`config.mk`:
```
export PLATFORM = sky130hd
export DESIGN_NAME = sorted_list_table_core
export DESIGN_NICKNAME = d
export VERILOG_FILES = /design/src/sv/slt_pkg.sv /design/src/sv/slt_cell.sv /design/src/sv/slt_row.sv /design/src/sv/sorted_list_table_core.sv
export VERILOG_INCLUDE_DIRS = /design/src /design/src/sv
export SDC_FILE = /design/constraint.sdc
export NUM_CORES = 2
export LEC_CHECK = 0
export BUFFER_PORTS_ARGS = -buffer_cell sky130_fd_sc_hd__clkbuf_2
export CORE_MARGIN = 5
export CORE_UTILIZATION = 64
export CTS_CLUSTER_DIAMETER = 30
export DETAILED_ROUTE_END_ITERATION = 8
export PLACE_DENSITY_LB_ADDON = 0.05
export RECOVER_POWER = 100
export SLEW_MARGIN = 5
export SYNTH_ARGS = -nofsm -noshare
export SYNTH_HDL_FRONTEND = slang
export SYNTH_SLANG_ARGS = --single-unit
```
`constraint.sdc`:
```
create_clock -name clk -period 6.7 [get_ports clk]
set_input_delay 0.335 -clock clk [delete_from_list [all_inputs] [get_ports clk]]
set_output_delay 0.335 -clock clk [all_outputs]
set_load 0.05 [all_outputs]
```
`src/sv/sorted_list_table_core_macros.svh`:
```
// assertion helpers for the sorted list table
`ifndef SORTED_LIST_TABLE_CORE_MACROS_SVH
`define SORTED_LIST_TABLE_CORE_MACROS_SVH

// checked on every clock edge outside reset
`define SLT_ASSERT(lbl, prop) \
  lbl: assert property (@(posedge clk) disable iff (!rst_n) prop) \
    else $error("sorted list table check failed");

// checked on every clock edge, reset included
`define SLT_ASSERT_ALWAYS(lbl, prop) \
  lbl: assert property (@(posedge clk) prop) \
    else $error("sorted list table check failed");

`endif

```
`src/sv/slt_pkg.sv`:
```
// ---------------------------------------------------------------------------
// slt_pkg
// shared constants and types of the sorted list table
// ---------------------------------------------------------------------------
`default_nettype none

package slt_pkg;

  localparam int CAPACITY   = 32;
  localparam int ITEM_WIDTH = 32;
  localparam int IDX_W      = $clog2(CAPACITY);
  localparam int CNT_W      = $clog2(CAPACITY + 1);
  localparam int MODE_W     = 3;

  localparam logic [MODE_W-1:0] MODE_INSERT  = 3'd0;
  localparam logic [MODE_W-1:0] MODE_DELETE  = 3'd1;
  localparam logic [MODE_W-1:0] MODE_FIND    = 3'd2;
  localparam logic [MODE_W-1:0] MODE_RESTART = 3'd3;
  localparam logic [MODE_W-1:0] MODE_NEXT    = 3'd4;

  typedef logic [ITEM_WIDTH-1:0] item_t;
  typedef logic [CNT_W-1:0]      cnt_t;

  // command broadcast to every cell
  typedef struct packed {
    logic  ins;
    logic  del;
    item_t val;
  } cell_cmd_t;

endpackage

`default_nettype wire

```
`src/sv/slt_cell.sv`:
```
// ---------------------------------------------------------------------------
// slt_cell
// one table slot: compares against the key and shifts with its neighbors
// ---------------------------------------------------------------------------
`default_nettype none

module slt_cell
  import slt_pkg::*;
(
  input  wire logic      clk,
  input  wire cell_cmd_t cmd,
  input  wire logic      occ,
  input  wire logic      left_lt,
  input  wire item_t     left_ent,
  input  wire item_t     right_ent,
  output item_t          ent,
  output logic           lt,
  output logic           eq
);

  item_t ent_r;
  item_t ent_nxt;

  assign ent = ent_r;
  assign lt  = occ && (ent_r < cmd.val);
  assign eq  = occ && (ent_r == cmd.val);

  always_comb begin
    ent_nxt = ent_r;
    if (cmd.ins && !lt) begin
      // first slot not below the key takes it, later slots move right
      ent_nxt = left_lt ? cmd.val : left_ent;
    end else if (cmd.del && !lt) begin
      ent_nxt = right_ent;
    end
  end

  always_ff @(posedge clk) begin
    ent_r <= ent_nxt;
  end

endmodule

`default_nettype wire

```
`src/sv/slt_row.sv`:
```
// ---------------------------------------------------------------------------
// slt_row
// row of table cells with match reduction and cursor read
// ---------------------------------------------------------------------------
`default_nettype none

module slt_row
  import slt_pkg::*;
(
  input  wire logic             clk,
  input  wire cell_cmd_t        cmd,
  input  wire cnt_t             cnt,
  input  wire logic [IDX_W-1:0] rd_idx,
  output logic                  hit,
  output item_t                 rd_data
);

  item_t ent [CAPACITY];
  logic  lt  [CAPACITY];
  logic  eq  [CAPACITY];
  logic [CAPACITY-1:0] match;

  for (genvar i = 0; i < CAPACITY; i++) begin : g_cell
    logic  occ_i;
    logic  left_lt_i;
    item_t left_i;
    item_t right_i;

    assign occ_i = (cnt_t'(i) < cnt);

    if (i == 0) begin : g_first
      assign left_lt_i = 1'b1;
      assign left_i    = cmd.val;
    end else begin : g_mid
      assign left_lt_i = lt[i-1];
      assign left_i    = ent[i-1];
    end

    if (i == CAPACITY - 1) begin : g_last
      assign right_i = ent[i];
    end else begin : g_inner
      assign right_i = ent[i+1];
    end

    // first equal slot sits where the less-than prefix ends
    assign match[i] = left_lt_i && eq[i];

    slt_cell u_cell (
      .clk       (clk),
      .cmd       (cmd),
      .occ       (occ_i),
      .left_lt   (left_lt_i),
      .left_ent  (left_i),
      .right_ent (right_i),
      .ent       (ent[i]),
      .lt        (lt[i]),
      .eq        (eq[i])
    );
  end

  assign hit     = |match;
  assign rd_data = ent[rd_idx];

endmodule

`default_nettype wire

```
`src/sv/sorted_list_table_core.sv`:
```
// an accepted input beat is captured and moves the core to its execute state, where the
// cell row acts on it and the result beat is registered; no new input beat is taken until then
// a stalled result holds the execute state until the output register frees up
// reset (rst_n low, synchronous) empties the table, parks the cursor before the
// first entry and drops out_valid; cell contents are not cleared
// ---------------------------------------------------------------------------
// sorted_list_table_core
// ascending table of items kept in a row of shifting compare cells
// ---------------------------------------------------------------------------
`default_nettype none
`include "sorted_list_table_core_macros.svh"

module sorted_list_table_core
  import slt_pkg::*;
(
  input  wire logic              clk,
  input  wire logic              rst_n,
  // input beats
  input  wire logic              in_valid,
  output logic                   in_ready,
  input  wire logic [MODE_W-1:0] in_mode,
  input  wire item_t             in_item_value,
  // result beats
  output logic                   out_valid,
  input  wire logic              out_ready,
  output logic                   out_found,
  output item_t                  out_item_out,
  output cnt_t                   out_item_count,
  output logic                   out_is_full,
  output logic                   out_error
);

  localparam logic ST_IDLE = 1'b0;
  localparam logic ST_EXEC = 1'b1;

  // control state
  logic st_r, st_nxt;
  cnt_t cnt_r, cnt_nxt;
  cnt_t cur_r, cur_nxt;
  logic out_valid_r, out_valid_nxt;

  // captured operation (payload)
  logic [MODE_W-1:0] mode_r;
  item_t             val_r;

  // result register (payload)
  logic  found_r, found_nxt;
  item_t item_r, item_nxt;
  cnt_t  ocnt_r, ocnt_nxt;
  logic  full_r, full_nxt;
  logic  err_r, err_nxt;

  cell_cmd_t cmd;
  logic      hit;
  item_t     rd_data;
  logic      fire;
  logic      is_full;

  // input is taken whenever no operation is pending in the row
  assign in_ready = (st_r == ST_IDLE);
  // execute only when the result slot is free or being drained
  assign fire     = (st_r == ST_EXEC) && (!out_valid_r || out_ready);
  assign is_full  = (cnt_r == cnt_t'(CAPACITY));

  slt_row u_row (
    .clk     (clk),
    .cmd     (cmd),
    .cnt     (cnt_r),
    .rd_idx  (cur_r[IDX_W-1:0]),
    .hit     (hit),
    .rd_data (rd_data)
  );

  always_comb begin
    st_nxt        = st_r;
    cnt_nxt       = cnt_r;
    cur_nxt       = cur_r;
    out_valid_nxt = out_valid_r;
    found_nxt     = found_r;
    item_nxt      = item_r;
    ocnt_nxt      = ocnt_r;
    full_nxt      = full_r;
    err_nxt       = err_r;
    cmd.ins       = 1'b0;
    cmd.del       = 1'b0;
    cmd.val       = val_r;

    if (out_valid_r && out_ready) begin
      out_valid_nxt = 1'b0;
    end

    if (in_valid && in_ready) begin
      st_nxt = ST_EXEC;
    end

    if (fire) begin
      found_nxt = 1'b0;
      item_nxt  = '0;
      err_nxt   = 1'b0;
      case (mode_r)
        MODE_INSERT: begin
          if (is_full) begin
            err_nxt = 1'b1;
          end else begin
            cmd.ins = 1'b1;
            cnt_nxt = cnt_r + cnt_t'(1);
          end
        end
        MODE_DELETE: begin
          if (hit) begin
            cmd.del = 1'b1;
            cnt_nxt = cnt_r - cnt_t'(1);
          end else begin
            err_nxt = 1'b1;
          end
        end
        MODE_FIND: begin
          // a match returns the key itself
          found_nxt = hit;
          item_nxt  = hit ? val_r : '0;
        end
        MODE_RESTART: begin
          cur_nxt = '0;
        end
        MODE_NEXT: begin
          if (cur_r < cnt_r) begin
            found_nxt = 1'b1;
            item_nxt  = rd_data;
            cur_nxt   = cur_r + cnt_t'(1);
          end else begin
            err_nxt = 1'b1;
          end
        end
        default: begin
          // unused modes leave the table alone
        end
      endcase
      ocnt_nxt      = cnt_nxt;
      full_nxt      = (cnt_nxt == cnt_t'(CAPACITY));
      out_valid_nxt = 1'b1;
      st_nxt        = ST_IDLE;
    end
  end

  always_ff @(posedge clk) begin
    if (!rst_n) begin
      st_r        <= ST_IDLE;
      cnt_r       <= '0;
      cur_r       <= '0;
      out_valid_r <= 1'b0;
    end else begin
      st_r        <= st_nxt;
      cnt_r       <= cnt_nxt;
      cur_r       <= cur_nxt;
      out_valid_r <= out_valid_nxt;
    end
  end

  always_ff @(posedge clk) begin
    if (in_valid && in_ready) begin
      mode_r <= in_mode;
      val_r  <= in_item_value;
    end
    found_r <= found_nxt;
    item_r  <= item_nxt;
    ocnt_r  <= ocnt_nxt;
    full_r  <= full_nxt;
    err_r   <= err_nxt;
  end

  assign out_valid      = out_valid_r;
  assign out_found      = found_r;
  assign out_item_out   = item_r;
  assign out_item_count = ocnt_r;
  assign out_is_full    = full_r;
  assign out_error      = err_r;

  // table never holds more than its capacity
  `SLT_ASSERT(a_cnt_bound, cnt_r <= cnt_t'(CAPACITY))
  // count moves by at most one per operation
  `SLT_ASSERT(a_cnt_step, ##1 (cnt_r - $past(cnt_r) + cnt_t'(1) <= cnt_t'(2)))
  // a blocked execute cycle waits in place
  `SLT_ASSERT(a_exec_hold, (st_r == ST_EXEC && !fire) |=> (st_r == ST_EXEC))
  // a result beat never reports both a hit and an error
  `SLT_ASSERT(a_found_err, out_valid_r |-> !(found_r && err_r))

endmodule

`default_nettype wire
```
Yosys cells after proc, flatten, opt, wreduce, memory -nomap -nowiden:

Cells that the tools add are included.

* register bits: 1114
* bits in latches: 0
* memory bits (writable): 0
* memory bits (read-only): 0
* bits of input ports: 39
* output and inout port bits: 43
* word-level logic and storage cells: 504
* memories: 0

* add/subtract/negate cells: 3
* multipliers: 0
* div/mod/pow operators: 0
* $lt $le $gt $ge: 66
* equal/unequal tests: 39
* shifts and indexed selects: 0
* muxes and demuxes: 118
* bitwise logic cells: 3
* reduce and logical (&&, ||, !) cells: 232

Operators with widths (number)
* $mux W32: 97
* $eq A32 B32 Y1: 32
* $lt A32 B32 Y1: 32
* $logic_and A1 B1 Y1: 161
* $bmux W32 S5: 1
* $lt A5 B6 Y1 const A: 16
* $reduce_bool A2 Y1: 33
* $pmux W32 S2: 1
* $lt A4 B6 Y1 const A: 8
* $logic_not A1 Y1: 33
* $reduce_or A32 Y1: 1
* $lt A3 B6 Y1 const A: 4
* $mux W6: 4
* $pmux W6 S2: 2
* $add A6 B1 Y6 const B: 2
* $eq A6 B6 Y1 const B: 2
* $lt A1 B6 Y1 const A: 2
* $lt A2 B6 Y1 const A: 2
* $mux W1: 10
* $eq A3 B2 Y1 const B: 2
* $ge A6 B6 Y1 const B: 1
* $lt A6 B6 Y1: 1
* $not A5 Y6: 1
* $sub A6 B1 Y6 const B: 1
* 11 further kinds: 12

Longest topological paths before layout:

* word-level depth: 10
* mapped depth: 15
* gate-level depth less buffers: 13

Hierarchy:

Synthesis repeated with hierarchy kept, for this count alone.

* cell total of the unflattened synthesis: 8542
* area, all modules: 100322.5 µm²

By module, submodules not included
* slt_cell: instances 32, cells each 220, area each 2726.4 µm², sequential area each 960.9 µm²
* slt_row: instances 1, cells each 1241, area each 9313.9 µm², sequential area each 0.0 µm²
* sorted_list_table_core: instances 1, cells each 261, area each 3764.9 µm², sequential area each 2562.5 µm²

Worst setup path after synthesis:

Ideal clock, no wire load.

* kind: reg2reg
* start point: register val_r[29]
* end point: register u_row.g_cell[24].u_cell.ent_r[0], enable pin
* setup time: 0.421 ns
* data arrival time: 4.950 ns
* data required time: 6.279 ns
* path slack: 1.329 ns
* stages on the path, launching flop included: 14
* path buffers: 1
* period minus slack after synthesis: 5.371 ns
* cell sequence: edfxtp_1 inv_1 ha_1 a21o_1 a21o_1 a211o_1 or4_1 a2111oi_0 nor4_1 and2_4 or4b_1 nand3_1 buf_2 nor2_1

* cells in the longest elaborated chain, start to end: 9
* elaborated cells between the ends (all ways): 165
* classes of those cells: order compare (31); eq/ne (32); mux (3); reduce/logical (99)

Ends and longest elaborated chain
* start: declaration: RTL line sorted_list_table_core.sv:44 `item_t val_r;`
* start signal: assignment: RTL line sorted_list_table_core.sv:162 `val_r <= in_item_value;`
* $lt A32 B32 Y1 / $eq A32 B32 Y1 (equally long branches): RTL line slt_cell.sv:25, slt_cell.sv:26
* $logic_and A1 B1 Y1 (on tied branches): RTL line slt_cell.sv:25, slt_cell.sv:26
* $logic_and A1 B1 Y1: RTL line slt_row.sv:46 `assign match[i] = left_lt_i && eq[i];`
* $reduce_or A32 Y1: RTL line slt_row.sv:61 `assign hit = |match;`
* $mux W1: RTL line sorted_list_table_core.sv:110 `if (hit) begin`
* $mux W1: RTL line sorted_list_table_core.sv:100 `case (mode_r)`
* $mux W2: RTL line sorted_list_table_core.sv:96 `if (fire) begin`
* $logic_and A1 B1 Y1: RTL line slt_cell.sv:33 `end else if (cmd.del && !lt) begin`
* $reduce_bool A2 Y1 (no source line) *
* end signal: assignment: RTL line slt_cell.sv:39 `ent_r <= ent_nxt;`
* end: declaration: RTL line slt_cell.sv:21 `item_t ent_r;`

Every way passes the cells marked *; elsewhere a longest branch is shown, timed or not.
A chain may end at the register's enable or synchronous reset.

Final worst setup path:

* start point: register val_r[16]
* end point: register u_row.g_cell[16].u_cell.ent_r[0], enable pin

* cells in the longest elaborated chain, start to end: 9
* elaborated cells between the ends (all ways): 165
* classes of those cells: order compare (31); eq/ne (32); mux (3); reduce/logical (99)

Ends and longest elaborated chain (RTL line)
* $lt A32 B32 Y1 / $eq A32 B32 Y1 (equally long branches): slt_cell.sv:25, slt_cell.sv:26
* $logic_and A1 B1 Y1 (on tied branches): slt_cell.sv:25, slt_cell.sv:26
* $logic_and A1 B1 Y1: slt_row.sv:46
* $reduce_or A32 Y1: slt_row.sv:61
* $mux W1: sorted_list_table_core.sv:110
* $mux W1: sorted_list_table_core.sv:100
* $mux W2: sorted_list_table_core.sv:96
* $logic_and A1 B1 Y1: slt_cell.sv:33
* $reduce_bool A2 Y1 (no source line) *
* end signal: assignment: slt_cell.sv:39
* end: declaration: slt_cell.sv:21

Marks and branches as above.

==> results.py <==
metrics = {
    "outcome": {
        "status": "complete, but fails checks",
        "violations": "max-capacitance violations, max-slew violations",
    },
    "detailed_routing": {
        "route.met3.wl_mm": 56.2,
        "dr.pass1.iters": 7,
        "route.detailed.wl_per_inst_um": 33.3,
        "wirelength_mm": 339,
        "viasPerCell": 7.43,
        "drc": 0,
        "wl_met1_mm": 126,
        "ant_nets": 0,
        "num_vias": 75700,
        "first_iter_violations": 13200,
        "top_layer": "met5",
        "met2_wirelength_mm": 136,
    },
    "final_layout": {
        "multiInputGateArea_sq_um": 50400,
        "register_area_sq_um": 33300,
        "drive_above_1_share": 0.147,
        "design_area_sq_um": 99500,
        "nFillCells": 9246,
        "layout.nets": 9236,
        "area_delta_synth_final_pct": 15.9,
    },
    "logic_synthesis": {
        "synth_top_area_share": 0.385,
        "synth.net_count": 9092,
        "synth_compound_area_frac": 0.128,
        "synth-seq-cells": 1114,
        "synth_adder_area_share": 0.151,
        "synth_top_cell_by_area": "edfxtp_1",
        "synth_top_family_by_area": "multiplexers",
        "async_reset_ff_frac": 0,
        "synthTopCellsByArea": "edfxtp_1 (38%), ha_1 (15%), mux2i_1 (11%)",
        "yosysSeqAreaShare": 0.388,
        "yosys_most_used_dff": "edfxtp_1",
        "synthMuxAreaShare": 0.202,
        "synth_xor_area_frac": 0.000714,
        "syn_area_sq_um": 85800,
        "synthSimpleGateAreaFrac": 0.102,
        "synth_edf_count": 1100,
        "synth_cells": 8020,
        "syn_avg_cell_area_sq_um": 10.7,
        "yosysWarnings": 0,
        "synthDistinctLibCells": 76,
    },
    "power": {
        "cellPowerDensity_nw_per_um2": 258,
        "peakVddDrop_uv": 245,
        "leakage_nw": 38.0,
    },
    "critical_path": {
        "cp.required_ns": 7.25,
        "slowest_delay_ns": 0.92,
        "critical-path-slowest-cell": "a2111oi_0",
        "critPathCaptureType": "flop",
        "cp.arrival_ns": 7.24,
        "timing.rr.end": "u_row.g_cell[16].u_cell.ent[0]$_DFFE_PP_",
        "cp_cell_sequence": "inv_1 > clkbuf_1 > ha_1 > a21oi_1 > o21ai_0 > clkbuf_1 > a2111oi_0 > buf_4 > a31oi_1 > o32ai_1 > a211oi_1 > nand3_1 > or4b_1 > nand3_4 > buf_12 > nor2_2 > clkbuf_4",
        "start_kind": "flop",
        "r2r-start": "val_r[16]$_DFFE_PP_",
        "critPathMostFrequentCell": "clkbuf_1",
        "r2r_slack_ns": 0.01,
        "crit_start": "val_r[16]$_DFFE_PP_",
        "path_class": "flop to flop",
        "ff2ff_path_depth": 17,
        "crit_end": "u_row.g_cell[16].u_cell.ent[0]$_DFFE_PP_",
        "cp_max_fo": 18,
    },
    "global_route": {
        "grt_max_degree": 74,
        "track_usage": 0.464,
        "antenna_found_initial": 31,
        "first_global_vias": 71200,
        "grt-ovfl-total": 0,
        "grt_pass1_wl_mm": 487,
    },
    "clocking": {
        "numCtsBuffers": 312,
        "cts_root_buf": "clkbuf_16",
        "h-tree-depth": 5,
        "clk_path_buf_depth": 4,
        "cts_tree": "yes",
        "cts_num_sinks": 1114,
        "clock_latency_ns": 0.92,
        "post_cts_resized": 0,
        "clk_pin_slew_ns": 0.05,
    },
    "timing": {
        "clock.fmax_mhz": 150,
        "finalSetupViolCount": 0,
        "fin_skew_ns": 0.0567,
        "final_hold_viol_count": 0,
        "relSlewSlack": -2.02,
        "period_minus_slack_ns": 6.69,
        "maxSlewViolCount": 860,
        "finalCritPeriodShare": 0.998,
        "worst_pin_slew_ns": 4.53,
        "fin_setup_tns_ns": 0,
        "rsz0062_at_grt": "false",
    },
    "job": {
        "maxCapViolations": 20,
    },
    "worst_hold_path": {
        "hold_class": "input pin to flop",
    },
    "die": {
        "core_sq_um": 133000,
        "num_rows": 134,
        "start_util": 0.643,
        "die-area_sq_um": 142000,
        "die_x_um": 376,
        "dieHeight_um": 376,
        "io_pins": 82,
    },
    "placement": {
        "portBuffers": 81,
        "dpl_cell_area_sq_um": 89100,
        "place_hpwl_mm": 246,
        "place_congestion": 1.05,
    },
}
## repair_timing
item | in CTS | in global routing
hold buffers | 38 | 0
endpoints found under the hold margin | 38 | 0
buffers inserted | 0 | 0
## worst max-delay path: cells and delay by family (launching register included)
family                   cells  cell delay (ns)
adder cells (fa/ha/maj)      1             0.33
AND/OR/NAND/NOR              4             1.50
AO/OA/AOI/OAI                6             1.87
flip-flops                   1             0.34
buffers and inverters        6             2.28
## synthesized netlist by cell type (14+ instances only)
| library cell | instances |
|---|---|
| nand2_1 | 1180 |
| edfxtp_1 | 1100 |
| o21ai_0 | 1071 |
| ha_1 | 1033 |
| mux2i_1 | 908 |
| a21oi_1 | 452 |
| clkbuf_1 | 434 |
| mux4_2 | 320 |
| nor2_1 | 225 |
| nand4_1 | 198 |
| a21o_1 | 116 |
| inv_1 | 116 |
| mux2_2 | 94 |
| nand3_1 | 74 |
| nor4_1 | 59 |
| buf_1 | 57 |
| nor2b_1 | 52 |
| nor3_1 | 49 |
| a211oi_1 | 47 |
| nand2b_1 | 36 |
| o211ai_1 | 33 |
| o21ai_2 | 30 |
| a221oi_1 | 25 |
| a21boi_0 | 24 |
| buf_2 | 23 |
| and4_1 | 22 |
| a2111oi_0 | 16 |
| o21a_1 | 16 |
| a31oi_1 | 15 |
| dfxtp_1 | 14 |
## cells in the final DEF (no fill, tap or decap), drive strengths merged, types with 14 or more instances in the layout
master       netlist  routed
and4              22      22
a21o             116     116
a221oi            25      25
a21oi            452     452
nand2           1180    1180
nor2             225     225
a31oi             15      15
o21a              16      16
nand4            198     198
o211ai            33      33
nand2b            36      36
inv              116     124
mux2i            908     908
a21boi            24      24
mux4             320     320
clkinvlp           0      38
clkinv             0      97
clkbuf           434     483
nor3              49      49
nor4              59      59
nand3             74      74
o21ai           1113    1113
dfxtp             14      14
edfxtp          1100    1100
bufinv             0      47
mux2              94      94
a2111oi           17      17
nor2b             52      52
dlygate4sd3        0      38
diode              0      16
ha              1033    1033
a211oi            47      47
buf               84     185
## final cells by class
cell class | instances | share of cell area
Antenna cell | 16 | 0.000403
Clock buffer | 358 | 0.0826
Clock inverter | 190 | 0.0228
Inverter | 116 | 0.00438
Multi-Input combinational cell | 6272 | 0.507
Sequential cell | 1114 | 0.335
Tap cell | 1768 | 0.0222
Timing Repair Buffer | 348 | 0.0255
## per-layer routing
metal / GRT usage / vias up
li1: - / 31300
met1: 0.646 / 36400
met2: 0.636 / 6722
met3: 0.177 / 1148
met4: 0.227 / 22
met5: 0 / -
## state kept, by name, summed over array words and instances, names as in the netlist
name and flops:
cnt_r 6, out_item_out 32, u_row.g_cell.u_cell.ent 1024, out_is_full 1, out_found 1, out_valid 1
cur_r 6, out_item_count 6, mode_r 3, st_r 1, val_r 32, out_error 1
## power by group
group / switching, mW / internal [mW] / leakage, nW
Combinational: 1.76 / 0.917 / 22.9
Sequential: 0.155 / 7.78 / 10.1
Clock: 4.59 / 10.5 / 5.04
Total: 6.51 / 19.2 / 38.0
## stage by stage
stage                     utilization  power [mW]  hold slack (ns)  setup slack (ns)  instances
after global routing            0.745        26.2            0.175            0.0762      10200
after floorplan                     -        9.60            0.434              1.33       8020
final                           0.745        25.7            0.162            0.0132      10200
after detailed placement        0.667        10.6            0.507             0.693       9580
after global placement          0.667        10.5            0.494             0.781       9580
after CTS                       0.749        25.5           0.0525             0.623      10200
## worst min path at each step
stage	start	end	slack, ns	cells past startpoint
after floorplan	in_mode[0]	mode_r[0]$_DFFE_PP_	0.43	0
after global placement	out_valid$_SDFFE_PN0P_	out_valid$_SDFFE_PN0P_	0.49	2
after detailed placement	out_valid$_SDFFE_PN0P_	out_valid$_SDFFE_PN0P_	0.51	2
after CTS	in_item_value[19]	val_r[19]$_DFFE_PP_	0.05	1
after global routing	in_mode[2]	mode_r[2]$_DFFE_PP_	0.18	2
final	in_mode[2]	mode_r[2]$_DFFE_PP_	0.16	2
## cells by family after synthesis
logic type	count (synthesis)
AND/OR/NAND/NOR	1963
AO/OA/AOI/OAI	1947
multiplexers	1322
flip-flops	1114
adder cells (fa/ha/maj)	1033
buffers and inverters	634
XOR/XNOR	7
(Power assumes the default switching activity.)
